$ cat src/sv/tsmix_pkg.sv
// Shared types, constants and the trigger step function of the toggle sign mixer.
package tsmix_pkg;

  // Number of channels that have jacks, gains and lamps.
  localparam int NUM_JACKS = 4;

  // Field widths.
  localparam int SMP_W  = 16;
  localparam int GAIN_W = 4;
  localparam int LVL_W  = 16;
  localparam int LAMP_W = 4;
  localparam int CFG_IDX_W  = 3;
  localparam int CFG_DATA_W = 16;

  // A signed sample times an unsigned 4-bit gain needs 21 bits.
  localparam int PROD_W = SMP_W + GAIN_W + 1;

  // Input beat layout, lowest bit first.
  localparam int IN_SMP_LSB = 0;
  localparam int IN_ADD_LSB = NUM_JACKS * SMP_W;
  localparam int IN_INV_LSB = IN_ADD_LSB + NUM_JACKS * LVL_W;
  localparam int IN_RST_LSB = IN_INV_LSB + NUM_JACKS * LVL_W;
  localparam int IN_DATA_W  = IN_RST_LSB + LVL_W;

  // Output beat layout, lowest bit first.
  localparam int OUT_SUM_LSB = 0;
  localparam int OUT_NEG_LSB = SMP_W;
  localparam int OUT_ADD_LSB = 2 * SMP_W;
  localparam int OUT_SUB_LSB = OUT_ADD_LSB + LAMP_W;
  localparam int OUT_DATA_W  = OUT_SUB_LSB + LAMP_W;

  // One volt in sample units, read on a channel whose jack is open.
  localparam logic signed [SMP_W-1:0] VOLT_ONE = 16'sd2048;

  // Saturation limit of the mixed sum (10 V).
  localparam int SUM_LIMIT = 20480;
  // Smallest magnitude of the raw sum that rounds to the limit or above:
  // 12 * SUM_LIMIT - 6.
  localparam int SAT_MAG = 245754;
  // ceil(2^17 / 3); floor(y * RECIP_3 / 2^17) equals floor(y / 3) for 16-bit y.
  localparam logic [16:0] RECIP_3 = 17'd43691;

  // Configuration register defaults.
  localparam logic [GAIN_W-1:0] GAIN_RESET = 4'd12;
  localparam logic signed [LVL_W-1:0] TRIG_HIGH_RESET = 16'sd2048;
  localparam logic signed [LVL_W-1:0] TRIG_LOW_RESET  = 16'sd0;

  // Configuration register indexes.
  typedef enum logic [CFG_IDX_W-1:0] {
    REG_GAIN0     = 3'd0,
    REG_GAIN1     = 3'd1,
    REG_GAIN2     = 3'd2,
    REG_GAIN3     = 3'd3,
    REG_CONNECTED = 3'd4,
    REG_TRIG_HIGH = 3'd5,
    REG_TRIG_LOW  = 3'd6
  } cfg_reg_t;

  // Hysteresis trigger state.
  typedef enum logic [1:0] {
    TRIG_UNKNOWN = 2'd0,
    TRIG_LOW     = 2'd1,
    TRIG_HIGH    = 2'd2
  } trig_t;

  // Channel mode.
  typedef enum logic [1:0] {
    MODE_OFF = 2'd0,
    MODE_ADD = 2'd1,
    MODE_SUB = 2'd2
  } mode_t;

  // Result of one trigger step: the new state and a rising edge flag.
  typedef struct packed {
    trig_t state;
    logic  fire;
  } trig_res_t;

  // Control from the top level to each channel.
  typedef struct packed {
    logic step;   // a beat moves through the mixing stage
    logic clear;  // the reset trigger fired on that beat
  } chan_ctrl_t;

  // One step of a hysteresis trigger. Only a low-to-high move fires.
  function automatic trig_res_t trig_step(
    input trig_t                   st,
    input logic signed [LVL_W-1:0] level,
    input logic signed [LVL_W-1:0] hi,
    input logic signed [LVL_W-1:0] lo
  );
    trig_res_t res;
    res.state = st;
    res.fire  = 1'b0;
    unique case (st)
      TRIG_LOW: begin
        if (level >= hi) begin
          res.state = TRIG_HIGH;
          res.fire  = 1'b1;
        end
      end
      TRIG_HIGH: begin
        if (level <= lo) begin
          res.state = TRIG_LOW;
        end
      end
      default: begin
        if (level >= hi) begin
          res.state = TRIG_HIGH;
        end else if (level <= lo) begin
          res.state = TRIG_LOW;
        end
      end
    endcase
    return res;
  endfunction

endpackage

$ cat src/sv/tsmix_chan.sv
// One mixer channel: add and invert triggers, mode register and signed product.
module tsmix_chan (
  input  logic                                 clk,
  input  logic                                 rst_n,
  input  tsmix_pkg::chan_ctrl_t                ctrl,
  input  logic signed [tsmix_pkg::LVL_W-1:0]   trig_hi,
  input  logic signed [tsmix_pkg::LVL_W-1:0]   trig_lo,
  input  logic signed [tsmix_pkg::LVL_W-1:0]   add_level,
  input  logic signed [tsmix_pkg::LVL_W-1:0]   inv_level,
  input  logic signed [tsmix_pkg::SMP_W-1:0]   sample,
  input  logic                                 connected,
  input  logic        [tsmix_pkg::GAIN_W-1:0]  gain,
  output tsmix_pkg::mode_t                     mode_now,
  output logic signed [tsmix_pkg::PROD_W-1:0]  term
);

  tsmix_pkg::trig_t add_trig_r, add_trig_nxt;
  tsmix_pkg::trig_t invert_trig_r, invert_trig_nxt;
  tsmix_pkg::mode_t mode_r, mode_nxt;

  tsmix_pkg::trig_res_t add_res;
  tsmix_pkg::trig_res_t inv_res;
  tsmix_pkg::mode_t after_add;

  logic signed [tsmix_pkg::SMP_W-1:0]  smp_sel;
  logic signed [tsmix_pkg::GAIN_W:0]   gain_s;
  logic signed [tsmix_pkg::PROD_W-1:0] prod;

  // Trigger steps for this beat.
  always_comb begin
    add_res = tsmix_pkg::trig_step(add_trig_r, add_level, trig_hi, trig_lo);
    inv_res = tsmix_pkg::trig_step(invert_trig_r, inv_level, trig_hi, trig_lo);
  end

  // Add edge toggles add/off, then invert edge toggles subtract/off.
  always_comb begin
    after_add = mode_r;
    if (add_res.fire) begin
      after_add = (mode_r == tsmix_pkg::MODE_ADD) ? tsmix_pkg::MODE_OFF
                                                  : tsmix_pkg::MODE_ADD;
    end
    mode_now = after_add;
    if (inv_res.fire) begin
      mode_now = (after_add == tsmix_pkg::MODE_SUB) ? tsmix_pkg::MODE_OFF
                                                    : tsmix_pkg::MODE_SUB;
    end
  end

  // Stored state follows the beat; a reset trigger edge clears the mode
  // after this beat's mode has been used.
  always_comb begin
    add_trig_nxt    = add_trig_r;
    invert_trig_nxt = invert_trig_r;
    mode_nxt        = mode_r;
    if (ctrl.step) begin
      add_trig_nxt    = add_res.state;
      invert_trig_nxt = inv_res.state;
      mode_nxt        = ctrl.clear ? tsmix_pkg::MODE_OFF : mode_now;
    end
  end

  always_ff @(posedge clk) begin
    if (!rst_n) begin
      add_trig_r    <= tsmix_pkg::TRIG_UNKNOWN;
      invert_trig_r <= tsmix_pkg::TRIG_UNKNOWN;
      mode_r        <= tsmix_pkg::MODE_OFF;
    end else begin
      add_trig_r    <= add_trig_nxt;
      invert_trig_r <= invert_trig_nxt;
      mode_r        <= mode_nxt;
    end
  end

  // An open jack reads one volt. The product is signed by the mode.
  always_comb begin
    smp_sel = connected ? sample : tsmix_pkg::VOLT_ONE;
    gain_s  = $signed({1'b0, gain});
    prod    = tsmix_pkg::PROD_W'(smp_sel) * tsmix_pkg::PROD_W'(gain_s);
    unique case (mode_now)
      tsmix_pkg::MODE_ADD: term = prod;
      tsmix_pkg::MODE_SUB: term = -prod;
      default:             term = '0;
    endcase
  end

endmodule

$ cat src/sv/four_channel_toggle_sign_mixer.sv
// Top level of the four-channel toggle sign mixer.
//
// Usage: each input beat carries four channel samples, the packed add and
// invert trigger levels of every channel and the reset trigger level. Each
// beat gives exactly one output beat with the saturated mixed sum, its
// negation and the add and subtract lamps of the channels.
// Gains, the jack connection mask and the trigger thresholds are to be written
// through the cfg_ port while no beat is in flight; the block does not enforce it.
//
// From the input register to out_tvalid a beat passes the mixing stage
// (triggers, modes, products and their sum) between the input register and
// the sum register, then the rounding stage (divide by twelve through a
// 16 by 17 bit reciprocal multiply, saturate, negate) that loads the
// output register.
// Throughput is one beat per cycle while the receiver keeps out_tready high;
// the channel modes are updated as a beat leaves the input register, so consecutive beats follow without a gap.
//
// Reset clears all modes to off, all triggers to the unknown state and the
// configuration registers to their defaults. When the receiver holds
// out_tready low, the three stages fill and then in_tready falls; nothing
// is dropped and the channel state advances only for beats that move on.
module four_channel_toggle_sign_mixer #(
  parameter int CHANNELS = 4
) (
  input  logic                                   clk,
  input  logic                                   rst_n,
  // Input channel.
  input  logic                                   in_tvalid,
  output logic                                   in_tready,
  // sample_0, sample_1, sample_2, sample_3, add_trigger_levels,
  // invert_trigger_levels, reset_trigger_level
  input  logic [tsmix_pkg::IN_DATA_W-1:0]        in_tdata,
  // Result channel.
  output logic                                   out_tvalid,
  input  logic                                   out_tready,
  // mix_sum, mix_sum_negated, add_lamps, subtract_lamps
  output logic [tsmix_pkg::OUT_DATA_W-1:0]       out_tdata,
  // Configuration port.
  input  logic                                   cfg_wr_en,
  input  logic [tsmix_pkg::CFG_IDX_W-1:0]        cfg_index,
  input  logic [tsmix_pkg::CFG_DATA_W-1:0]       cfg_wdata
);

  localparam int ACC_W = tsmix_pkg::PROD_W + $clog2(CHANNELS);

  // Configuration registers.
  logic        [tsmix_pkg::GAIN_W-1:0] gain_r [tsmix_pkg::NUM_JACKS];
  logic        [tsmix_pkg::NUM_JACKS-1:0] conn_r;
  logic signed [tsmix_pkg::LVL_W-1:0]  trig_hi_r;
  logic signed [tsmix_pkg::LVL_W-1:0]  trig_lo_r;

  // Pipeline registers.
  logic                                  in_v_r;
  logic [tsmix_pkg::IN_DATA_W-1:0]       in_data_r;
  logic                                  mix_v_r;
  logic signed [ACC_W-1:0]               acc_r;
  logic [tsmix_pkg::LAMP_W-1:0]          add_lamp_r;
  logic [tsmix_pkg::LAMP_W-1:0]          sub_lamp_r;
  logic                                  out_v_r;
  logic [tsmix_pkg::OUT_DATA_W-1:0]      out_data_r;

  // Reset trigger.
  tsmix_pkg::trig_t     rst_trig_r, rst_trig_nxt;
  tsmix_pkg::trig_res_t rst_res;

  // Handshake.
  logic in_acc;
  logic mix_step;
  logic out_load;

  // Mixing stage signals.
  tsmix_pkg::chan_ctrl_t                chan_ctrl;
  tsmix_pkg::mode_t                     mode_now [CHANNELS];
  logic signed [tsmix_pkg::PROD_W-1:0]  term [CHANNELS];
  logic signed [ACC_W-1:0]              acc_sum;
  logic [tsmix_pkg::LAMP_W-1:0]         add_lamp;
  logic [tsmix_pkg::LAMP_W-1:0]         sub_lamp;

  // Rounding stage signals.
  logic [ACC_W-1:0]                     mag;
  logic [17:0]                          mag_rnd;
  logic [31:0]                          quot_prod;
  logic [tsmix_pkg::SMP_W-1:0]          quot;
  logic signed [tsmix_pkg::SMP_W-1:0]   sum_val;
  logic signed [tsmix_pkg::SMP_W-1:0]   neg_val;

  // Configuration writes; an index past the list is ignored.
  always_ff @(posedge clk) begin
    if (!rst_n) begin
      for (int i = 0; i < tsmix_pkg::NUM_JACKS; i++) begin
        gain_r[i] <= tsmix_pkg::GAIN_RESET;
      end
      conn_r    <= '0;
      trig_hi_r <= tsmix_pkg::TRIG_HIGH_RESET;
      trig_lo_r <= tsmix_pkg::TRIG_LOW_RESET;
    end else if (cfg_wr_en) begin
      unique case (tsmix_pkg::cfg_reg_t'(cfg_index))
        tsmix_pkg::REG_GAIN0:     gain_r[0] <= cfg_wdata[tsmix_pkg::GAIN_W-1:0];
        tsmix_pkg::REG_GAIN1:     gain_r[1] <= cfg_wdata[tsmix_pkg::GAIN_W-1:0];
        tsmix_pkg::REG_GAIN2:     gain_r[2] <= cfg_wdata[tsmix_pkg::GAIN_W-1:0];
        tsmix_pkg::REG_GAIN3:     gain_r[3] <= cfg_wdata[tsmix_pkg::GAIN_W-1:0];
        tsmix_pkg::REG_CONNECTED: conn_r    <= cfg_wdata[tsmix_pkg::NUM_JACKS-1:0];
        tsmix_pkg::REG_TRIG_HIGH: trig_hi_r <= $signed(cfg_wdata);
        tsmix_pkg::REG_TRIG_LOW:  trig_lo_r <= $signed(cfg_wdata);
        default: ;
      endcase
    end
  end

  // Stage flow: each stage moves when the next one is empty or moving.
  always_comb begin
    out_load  = mix_v_r && (!out_v_r || out_tready);
    mix_step  = in_v_r && (!mix_v_r || out_load);
    in_tready = !in_v_r || mix_step;
    in_acc    = in_tvalid && in_tready;
  end

  always_ff @(posedge clk) begin
    if (!rst_n) begin
      in_v_r  <= 1'b0;
      mix_v_r <= 1'b0;
      out_v_r <= 1'b0;
    end else begin
      if (in_acc) begin
        in_v_r <= 1'b1;
      end else if (mix_step) begin
        in_v_r <= 1'b0;
      end
      if (mix_step) begin
        mix_v_r <= 1'b1;
      end else if (out_load) begin
        mix_v_r <= 1'b0;
      end
      if (out_load) begin
        out_v_r <= 1'b1;
      end else if (out_tready) begin
        out_v_r <= 1'b0;
      end
    end
  end

  // Input register.
  always_ff @(posedge clk) begin
    if (in_acc) begin
      in_data_r <= in_tdata;
    end
  end

  // Reset trigger; its edge clears the modes after this beat is mixed.
  always_comb begin
    rst_res = tsmix_pkg::trig_step(rst_trig_r,
                $signed(in_data_r[tsmix_pkg::IN_RST_LSB +: tsmix_pkg::LVL_W]),
                trig_hi_r, trig_lo_r);
    rst_trig_nxt    = mix_step ? rst_res.state : rst_trig_r;
    chan_ctrl.step  = mix_step;
    chan_ctrl.clear = rst_res.fire;
  end

  always_ff @(posedge clk) begin
    if (!rst_n) begin
      rst_trig_r <= tsmix_pkg::TRIG_UNKNOWN;
    end else begin
      rst_trig_r <= rst_trig_nxt;
    end
  end

  // Channels. Those past the jacks see zero levels, samples and gains.
  for (genvar c = 0; c < CHANNELS; c++) begin : g_chan
    if (c < tsmix_pkg::NUM_JACKS) begin : g_jack
      tsmix_chan u_chan (
        .clk       (clk),
        .rst_n     (rst_n),
        .ctrl      (chan_ctrl),
        .trig_hi   (trig_hi_r),
        .trig_lo   (trig_lo_r),
        .add_level ($signed(in_data_r[tsmix_pkg::IN_ADD_LSB + c*tsmix_pkg::LVL_W
                                      +: tsmix_pkg::LVL_W])),
        .inv_level ($signed(in_data_r[tsmix_pkg::IN_INV_LSB + c*tsmix_pkg::LVL_W
                                      +: tsmix_pkg::LVL_W])),
        .sample    ($signed(in_data_r[tsmix_pkg::IN_SMP_LSB + c*tsmix_pkg::SMP_W
                                      +: tsmix_pkg::SMP_W])),
        .connected (conn_r[c]),
        .gain      (gain_r[c]),
        .mode_now  (mode_now[c]),
        .term      (term[c])
      );
    end else begin : g_spare
      tsmix_chan u_chan (
        .clk       (clk),
        .rst_n     (rst_n),
        .ctrl      (chan_ctrl),
        .trig_hi   (trig_hi_r),
        .trig_lo   (trig_lo_r),
        .add_level ('0),
        .inv_level ('0),
        .sample    ('0),
        .connected (1'b1),
        .gain      ('0),
        .mode_now  (mode_now[c]),
        .term      (term[c])
      );
    end
  end

  // Lamps of the jack channels that exist.
  for (genvar l = 0; l < tsmix_pkg::LAMP_W; l++) begin : g_lamp
    if (l < CHANNELS) begin : g_on
      assign add_lamp[l] = (mode_now[l] == tsmix_pkg::MODE_ADD);
      assign sub_lamp[l] = (mode_now[l] == tsmix_pkg::MODE_SUB);
    end else begin : g_off
      assign add_lamp[l] = 1'b0;
      assign sub_lamp[l] = 1'b0;
    end
  end

  // Sum of the signed channel products.
  always_comb begin
    acc_sum = '0;
    for (int c = 0; c < CHANNELS; c++) begin
      acc_sum = acc_sum + ACC_W'(term[c]);
    end
  end

  always_ff @(posedge clk) begin
    if (mix_step) begin
      acc_r      <= acc_sum;
      add_lamp_r <= add_lamp;
      sub_lamp_r <= sub_lamp;
    end
  end

  // Divide by twelve, round half away from zero, saturate to 10 V.
  // floor((mag + 6) / 12) is taken as floor(floor((mag + 6) / 4) / 3).
  always_comb begin
    mag       = acc_r[ACC_W-1] ? ACC_W'(-acc_r) : ACC_W'(acc_r);
    mag_rnd   = mag[17:0] + 18'd6;
    quot_prod = 32'(mag_rnd[17:2]) * 32'(tsmix_pkg::RECIP_3);
    if (mag >= ACC_W'(tsmix_pkg::SAT_MAG)) begin
      quot = tsmix_pkg::SMP_W'(tsmix_pkg::SUM_LIMIT);
    end else begin
      quot = {1'b0, quot_prod[31:17]};
    end
    sum_val = acc_r[ACC_W-1] ? -$signed(quot) : $signed(quot);
    neg_val = -sum_val;
  end

  always_ff @(posedge clk) begin
    if (out_load) begin
      out_data_r <= {sub_lamp_r, add_lamp_r, neg_val, sum_val};
    end
  end

  assign out_tvalid = out_v_r;
  assign out_tdata  = out_data_r;

  // A beat held in the mixing stage keeps its sum while the output is full.
  a_mix_hold: assert property (@(posedge clk) disable iff (!rst_n)
    mix_v_r && !out_load |=> mix_v_r && $stable(acc_r))
    else $error("mixing stage lost or changed a held beat");

  // The negated output is always the negation of the sum.
  a_neg: assert property (@(posedge clk) disable iff (!rst_n)
    out_v_r |-> $signed(out_data_r[tsmix_pkg::OUT_NEG_LSB +: tsmix_pkg::SMP_W])
                == -$signed(out_data_r[tsmix_pkg::OUT_SUM_LSB +: tsmix_pkg::SMP_W]))
    else $error("negated sum does not match sum");

  // The sum stays within the saturation limits.
  a_range: assert property (@(posedge clk) disable iff (!rst_n)
    out_v_r |->
      $signed(out_data_r[tsmix_pkg::OUT_SUM_LSB +: tsmix_pkg::SMP_W])
        <= $signed(tsmix_pkg::SMP_W'(tsmix_pkg::SUM_LIMIT)) &&
      $signed(out_data_r[tsmix_pkg::OUT_SUM_LSB +: tsmix_pkg::SMP_W])
        >= -$signed(tsmix_pkg::SMP_W'(tsmix_pkg::SUM_LIMIT)))
    else $error("mixed sum outside the saturation range");

  // A channel is never shown in add and subtract mode at once.
  a_lamps: assert property (@(posedge clk) disable iff (!rst_n)
    out_v_r |-> (out_data_r[tsmix_pkg::OUT_ADD_LSB +: tsmix_pkg::LAMP_W] &
                 out_data_r[tsmix_pkg::OUT_SUB_LSB +: tsmix_pkg::LAMP_W]) == '0)
    else $error("add and subtract lamps overlap");

endmodule
$ cat config.mk
export PLATFORM = sky130hd
export DESIGN_NAME = four_channel_toggle_sign_mixer
export DESIGN_NICKNAME = d
export VERILOG_FILES = /design/src/sv/tsmix_pkg.sv /design/src/sv/tsmix_chan.sv /design/src/sv/four_channel_toggle_sign_mixer.sv
export SDC_FILE = /design/constraint.sdc
export NUM_CORES = 2
export LEC_CHECK = 0
export BUFFER_PORTS_ARGS = -buffer_cell sky130_fd_sc_hd__buf_2
export CAP_MARGIN = 10
export CORE_ASPECT_RATIO = 0.5
export CORE_UTILIZATION = 63
export CTS_CLUSTER_DIAMETER = 50
export DETAILED_ROUTE_END_ITERATION = 7
export GPL_TIMING_DRIVEN = 0
export PLACE_DENSITY = 0.83
export SLEW_MARGIN = 20
export SYNTH_ARGS = -nofsm -noshare
export SYNTH_HDL_FRONTEND = slang
export SYNTH_SLANG_ARGS = --single-unit
$ cat constraint.sdc
create_clock -name clk -period 16.05 [get_ports clk]
set_clock_uncertainty 0.1 [all_clocks]
set_input_delay 3.21 -clock clk [delete_from_list [all_inputs] [get_ports clk]]
set_output_delay 3.21 -clock clk [all_outputs]
set_load 0.02 [all_outputs]
Word-level counts from Yosys, hierarchy flattened:

Memories as Yosys holds them, arrays and structs flattened.
Index checks and enable logic that the tools add are counted.
Widths: inputs -> output; s select.

* memories: 1
* input port bits: 232
* output and inout bits: 42
* bits in writable memories: 16
* flip-flop bits (word level): 344
* logic and storage cells: 241

Memories
* gain_r: depth 4, width 4, read ports 4, clocked after memory_dff 0, write ports 4, line four_channel_toggle_sign_mixer.sv:47 `logic [tsmix_pkg::GAIN_W-1:0] gain_r [tsmix_pkg::NUM_JACKS];`

* $add $sub $neg: 11
* equal/unequal tests: 49
* muxes and demuxes: 103
* magnitude comparators: 19
* reductions and logical operators: 25
* multipliers: 5
* bitwise gates (word level): 4

Operator list (count)
* $pmux 21 s2: 4
* $ge 16x16->1: 9
* $le 16x16->1: 9
* $mul 16x5->21: 4
* $neg 21->21: 4
* $mux 16: 5
* $mux 2: 34
* $mux 1: 36
* $pmux 2 s2: 9
* $eq 2x1->1 const B: 17
* $eq 2x2->1 const B: 17
* $mul 16x16->32 const B: 1
* $neg 16->16: 2
* $mux 3: 9
* $reduce_and 2->1: 12
* $add 22x21->23: 1
* $add 23x21->23: 1
* $ge 23x18->1 const B: 1
* $mux 23: 1
* $neg 23->23: 1
* $add 21x21->22: 1
* $add 18x3->18 const B: 1
* $mux 4: 4
* $ne 2x1->1 const B: 8
* 11 further kinds: 25

Longest topological paths before layout:

* depth in word-level cells: 12
* mapped depth: 41
* gate-level depth less buffers: 40

Hierarchy:

From an unflattened synthesis, not the netlist that was laid out.

* cells, all modules: 4506
* area total of the unflattened synthesis: 41816.4 um^2

By module, submodules not included
* four_channel_toggle_sign_mixer: times used 1, area an instance 20196.9 um^2, cells an instance 1637, seq. area each 9649.3 um^2
* tsmix_chan (g_chan[1].g_jack.u_chan ...): times used 2, area an instance 5407.7 um^2, cells an instance 722, seq. area each 120.1 um^2
* tsmix_chan (g_chan[0].g_jack.u_chan): times used 1, area an instance 5592.9 um^2, cells an instance 741, seq. area each 120.1 um^2
* tsmix_chan (g_chan[3].g_jack.u_chan): times used 1, area an instance 5211.2 um^2, cells an instance 684, seq. area each 120.1 um^2

Worst setup path before layout:

Ideal clock, no wire load.

* kind: input -> register
* start point: input port out_tready
* end point: register in_data_r[0] in the netlist's numbering (enable)
* library setup time: 0.901 ns
* required time: 15.049 ns
* stages on the path: 2
* path slack: 1.414 ns
* data arrival time: 13.635 ns
* cells stage by stage: nor2b_1 > a31oi_1

* word-level cells in the longest chain between the ends: 6

Ends and longest elaborated chain
* start: declaration: line four_channel_toggle_sign_mixer.sv:35 `input logic out_tready,`
* $logic_or 1x1->1: line four_channel_toggle_sign_mixer.sv:112 `out_load = mix_v_r && (!out_v_r || out_tready);`
* $logic_and 1x1->1: line four_channel_toggle_sign_mixer.sv:112
* $logic_or 1x1->1: line four_channel_toggle_sign_mixer.sv:113 `mix_step = in_v_r && (!mix_v_r || out_load);`
* $logic_and 1x1->1: line four_channel_toggle_sign_mixer.sv:113
* $logic_or 1x1->1: line four_channel_toggle_sign_mixer.sv:114 `in_tready = !in_v_r || mix_step;`
* $logic_and 1x1->1: line four_channel_toggle_sign_mixer.sv:115 `in_acc = in_tvalid && in_tready;`
* named net in_acc: line four_channel_toggle_sign_mixer.sv:67 `logic in_acc;`
* end signal: assignment: line four_channel_toggle_sign_mixer.sv:145 `in_data_r <= in_tdata;`
* end: declaration: line four_channel_toggle_sign_mixer.sv:54 `logic [tsmix_pkg::IN_DATA_W-1:0] in_data_r;`

The timed path passes the listed nets, and every way through them passes these cells.
A chain may end at the register's enable or synchronous reset.

Worst setup path in the final report:

* start point: register acc_r[2]
* end point: register out_data_r, in the netlist out_tdata[30] (data pin)

* word-level cells in the longest chain between the ends: 8

Ends and longest elaborated chain
* start: declaration: line four_channel_toggle_sign_mixer.sv:56 `logic signed [ACC_W-1:0] acc_r;`
* start signal: assignment: line four_channel_toggle_sign_mixer.sv:226 `acc_r <= acc_sum;`
* $neg 23->23: line four_channel_toggle_sign_mixer.sv:235 `mag = acc_r[ACC_W-1] ? ACC_W'(-acc_r) : ACC_W'(acc_r);`
* $mux 23 *: line four_channel_toggle_sign_mixer.sv:235
* $add 18x3->18: line four_channel_toggle_sign_mixer.sv:236 `mag_rnd = mag[17:0] + 18'd6;`
* $mul 16x16->32: line four_channel_toggle_sign_mixer.sv:237 `quot_prod = 32'(mag_rnd[17:2]) * 32'(tsmix_pkg::RECIP_3);`
* $mux 15 *: line four_channel_toggle_sign_mixer.sv:238 `if (mag >= ACC_W'(tsmix_pkg::SAT_MAG)) begin`
* $neg 16->16: line four_channel_toggle_sign_mixer.sv:243 `sum_val = acc_r[ACC_W-1] ? -$signed(quot) : $signed(quot);`
* $mux 16 *: line four_channel_toggle_sign_mixer.sv:243
* $neg 16->16 *: line four_channel_toggle_sign_mixer.sv:244 `neg_val = -sum_val;`
* named net neg_val (one bit): line four_channel_toggle_sign_mixer.sv:85 `logic signed [tsmix_pkg::SMP_W-1:0] neg_val;`
* end signal: assignment: line four_channel_toggle_sign_mixer.sv:249 `out_data_r <= {sub_lamp_r, add_lamp_r, neg_val, sum_val};`
* end: declaration: line four_channel_toggle_sign_mixer.sv:60 `logic [tsmix_pkg::OUT_DATA_W-1:0] out_data_r;`

The timed path passes the listed nets; every way through them passes the cells marked *.

==> impl_metrics.py <==
metrics = {
    "run_status": {
        "outcome": "finished, final reports clean",
    },
    "critical_path": {
        "cp-end-kind": "flip-flop",
        "reg2regPathDepth": 35,
        "critPathMaxFanout": 10,
        "r2r-start": "acc_r[2]$_DFFE_PP_",
        "worstPathRequired_ns": 16.26,
        "crit_arrival_ns": 11.49,
        "reg2reg_slack_ns": 4.77,
        "crit_start": "acc_r[2]$_DFFE_PP_",
        "critPathMaxStageDelay_ns": 0.60,
        "timing.rr.end": "out_tdata[30]$_DFFE_PP_",
        "worstSetupStartpointType": "flip-flop",
        "crit_type": "flip-flop to flip-flop",
        "cp_slowest_cell": "or4_4",
    },
    "grt": {
        "grt_use_total_pct": 32.58,
        "grt_remaining_overflow": 0,
        "grt_pass1_vias": 33310,
        "grt_pass1_wl_um": 167500,
        "grt_max_degree": 32,
        "antenna_found_initial": 3,
    },
    "clocking": {
        "cts_resized": 0,
        "clock_path_buffers": 3,
        "hold_buffers": 0,
        "htreeDepth": 2,
        "cts_sinks": 359,
        "cts_setup_buffers": 0,
        "path_clk_slew_ns": 0.07,
        "cts_tree": "yes",
        "clock_latency_ns": 0.61,
        "root_buffer": "clkbuf_16",
        "numCtsBuffers": 38,
    },
    "power": {
        "report.power.total_mw": 6.142,
        "p_leak_nw": 20.78,
        "p_per_area_mw_per_mm2": 140.2,
        "p_int_mw": 3.212,
        "power_frac_clock_pct": 14.6,
        "p_seq_share_pct": 19.7,
        "p_sw_mw": 2.930,
        "pwr-share-comb_pct": 65.6,
        "peakVddDrop_v": 0.0002068,
        "power_switching_share_pct": 47.71,
    },
    "sta": {
        "drv_slew": 0,
        "fin_crit_sh_pct": 70.27,
        "maxSlewHeadroom_pct": 29.84,
        "clock.fmax_mhz": 88.67,
        "setup_violations": 0,
        "worstMarginPinSlew_ns": 1.050,
        "setup_tns_ns": 0,
        "min_period_ns": 11.28,
        "rsz0062_at_grt": "no",
        "final_hold_viol_count": 0,
    },
    "synth": {
        "yosys_warnings": 0,
        "syn_area_mm2": 0.03981,
        "synth_top_cells_by_area": "edfxtp_1 22%, ha_1 20%, fa_1 13%",
        "ys_seq_area_share_pct": 25.44,
        "async_reset_ff_share_pct": 0,
        "ys_ff_latch": 359,
        "syn-num-nets": 5405,
        "synthCells": 4286,
        "synth_edf_count": 294,
        "synth_top_area_share_pct": 22.17,
        "post-synth-top-area-cell": "edfxtp_1",
        "ys.flop_type": "edfxtp_1",
        "yosysUniqueCellTypes": 95,
        "avgSynthCellArea_um2": 9.289,
    },
    "hold_path": {
        "min_path_type": "flip-flop to flip-flop",
        "hold-path-cell-count": 2,
        "hp-start": "trig_lo_r[5]$_SDFFE_PN0P_",
        "whs_endpoint": "trig_lo_r[5]$_SDFFE_PN0P_",
    },
    "place": {
        "place_congestion": 0.9656,
        "post-dp-hpwl_um": 84980,
        "io_buffer_count": 271,
    },
    "detailed_routing": {
        "wl_um": 104600,
        "wl_per_cell_um": 19.13,
        "drt-initial-drc-count": 2703,
        "via_per_inst": 6.019,
        "firstDrtPassIters": 7,
        "via_count": 32910,
        "drc": 0,
        "ant_nets": 0,
    },
    "floorplanning": {
        "die_x_um": 357.5,
        "coreArea_mm2": 0.06182,
        "boundaryPins": 274,
        "die_h_um": 179.8,
        "fp-row-count": 64,
        "die_area_mm2": 0.06427,
        "initial_core_util_pct": 64.40,
    },
    "final_layout": {
        "nFillCells": 4674,
        "nNetsFinal": 5729,
        "final_layout_size_suffix_gt1_share_pct": 9.310,
        "area_growth_pct": 10.04,
    },
    "flow_run": {
        "drv_cap": 0,
    },
}
layout make-up:
class / instances / area [um^2] / share of cell area (%)
Antenna cell: 3 / 7.507 / 0.01714
Clock buffer: 50 / 1010 / 2.305
Multi-Input combinational cell: 3163 / 26830 / 61.24
Buffer: 100 / 389.1 / 0.8882
Timing Repair Buffer: 284 / 1679 / 3.833
Tap cell: 825 / 1032 / 2.356
Clock inverter: 20 / 240.2 / 0.5483
Sequential cell: 359 / 10130 / 23.12
Inverter: 664 / 2492 / 5.689
cells in the mapped netlist (13+ instances only):
cell type,instances
xnor2_1,119
or2_2,43
nor2_1,218
o21a_1,79
a21o_1,83
nor2b_1,72
dfxtp_1,65
nand4_1,63
a21oi_1,218
mux2i_1,16
fa_1,254
o21ai_0,156
xor2_1,70
a22oi_1,35
a31oi_1,27
nand3_1,75
nand2_1,287
a32oi_1,15
o31ai_1,19
or3_1,56
nor3b_1,15
edfxtp_1,294
and3_1,195
ha_1,633
a211oi_1,18
nand2b_1,56
nor3_1,77
and2_1,30
a21boi_0,20
nor4_1,13
clkbuf_1,94
inv_1,660
o21bai_1,14
o211ai_1,16
through the flow:
| stage | hold WS, ns | utilization, % | area [um^2] | cells | worst slack [ns] |
|---|---|---|---|---|---|
| 2_1_floorplan | 0.3003 | - | 39810 | 4286 | 1.414 |
| 3_3_place_gp | 0.3421 | 68.27 | 42200 | 5382 | -2.317 |
| 3_5_place_dp | 0.3465 | 68.84 | 42550 | 5395 | 4.892 |
| 4_1_cts | 0.3554 | 70.86 | 43800 | 5465 | 4.821 |
| 5_1_grt | 0.3654 | 70.86 | 43810 | 5466 | 4.184 |
| 6_report | 0.3550 | 70.87 | 43810 | 5468 | 4.772 |
worst max-delay path: cells and delay by family (launching register included):
family / cells / cell delay, ns
and+or+nand+nor: 9 / 3.62
adders and majority gates: 8 / 3.16
AOI/OAI and AO/OA: 10 / 1.82
xor gates and xnor gates: 3 / 0.82
buffers and inverters: 4 / 0.63
DFF: 1 / 0.49
muxes: 1 / 0.31
how the worst max path moves through the flow:
stage | end | slack [ns] | cells after the start
after floorplan | in_data_r[0]$_DFFE_PP_ | 1.41 | 2
after global placement | in_data_r[176]$_DFFE_PP_ | -2.32 | 3
after detailed placement | out_tdata[31]$_DFFE_PP_ | 4.89 | 35
after CTS | out_tdata[31]$_DFFE_PP_ | 4.82 | 35
after global routing | out_tdata[31]$_DFFE_PP_ | 4.18 | 37
final | out_tdata[30]$_DFFE_PP_ | 4.77 | 35
sequential cells by signal, summed over array words and instances, names as in the netlist:
signal,cells
acc_r,23
add_lamp_r,4
conn_r,4
g_chan.g_jack.u_chan.add_trig_r,8
g_chan.g_jack.u_chan.invert_trig_r,8
g_chan.g_jack.u_chan.mode_r,8
gain_r,16
in_data_r,208
in_v_r,1
mix_v_r,1
out_tdata,39
out_tvalid,1
rst_trig_r,2
sub_lamp_r,4
trig_hi_r,16
trig_lo_r,16
cells in the final DEF, fill, tap and decap left out, types with 156 or more instances in the layout:
cell      count
a21oi_1     218
fa_1        254
buf_2       272
o21ai_0     156
and3_1      195
nand2_1     287
ha_1        633
nor2_1      218
inv_1       660
edfxtp_1    294
metal layers:
metal | vias up | global-route usage, % | wire (um)
li1 | 15610 | - | -
met1 | 15860 | 40.83 | 42640
met2 | 1173 | 56.20 | 50760
met3 | 266 | 4.132 | 6536
met4 | 0 | 14.51 | 4690
met5 | - | 0 | 0
cells by family after synthesis:
group | count (synthesis) | share of synthesized area (%)
xor+xnor | 190 | 4.217
flops | 359 | 25.44
fa+ha+maj | 887 | 32.66
simple gates | 1249 | 16.34
compound gates | 814 | 13.49
buf+inv | 764 | 7.234
mux | 23 | 0.6096
power groups by stage:
stage               sequential (mW)  combinational, mW  clock [mW]
CTS                            1.21               3.99       0.912
floorplan                      1.24               3.03           0
finish                         1.21               4.03       0.899
global placement               1.24               3.86           0
detailed placement             1.23               3.96           0
global route                   1.22               4.54       0.949
Power figures use the tool's default switching activity.
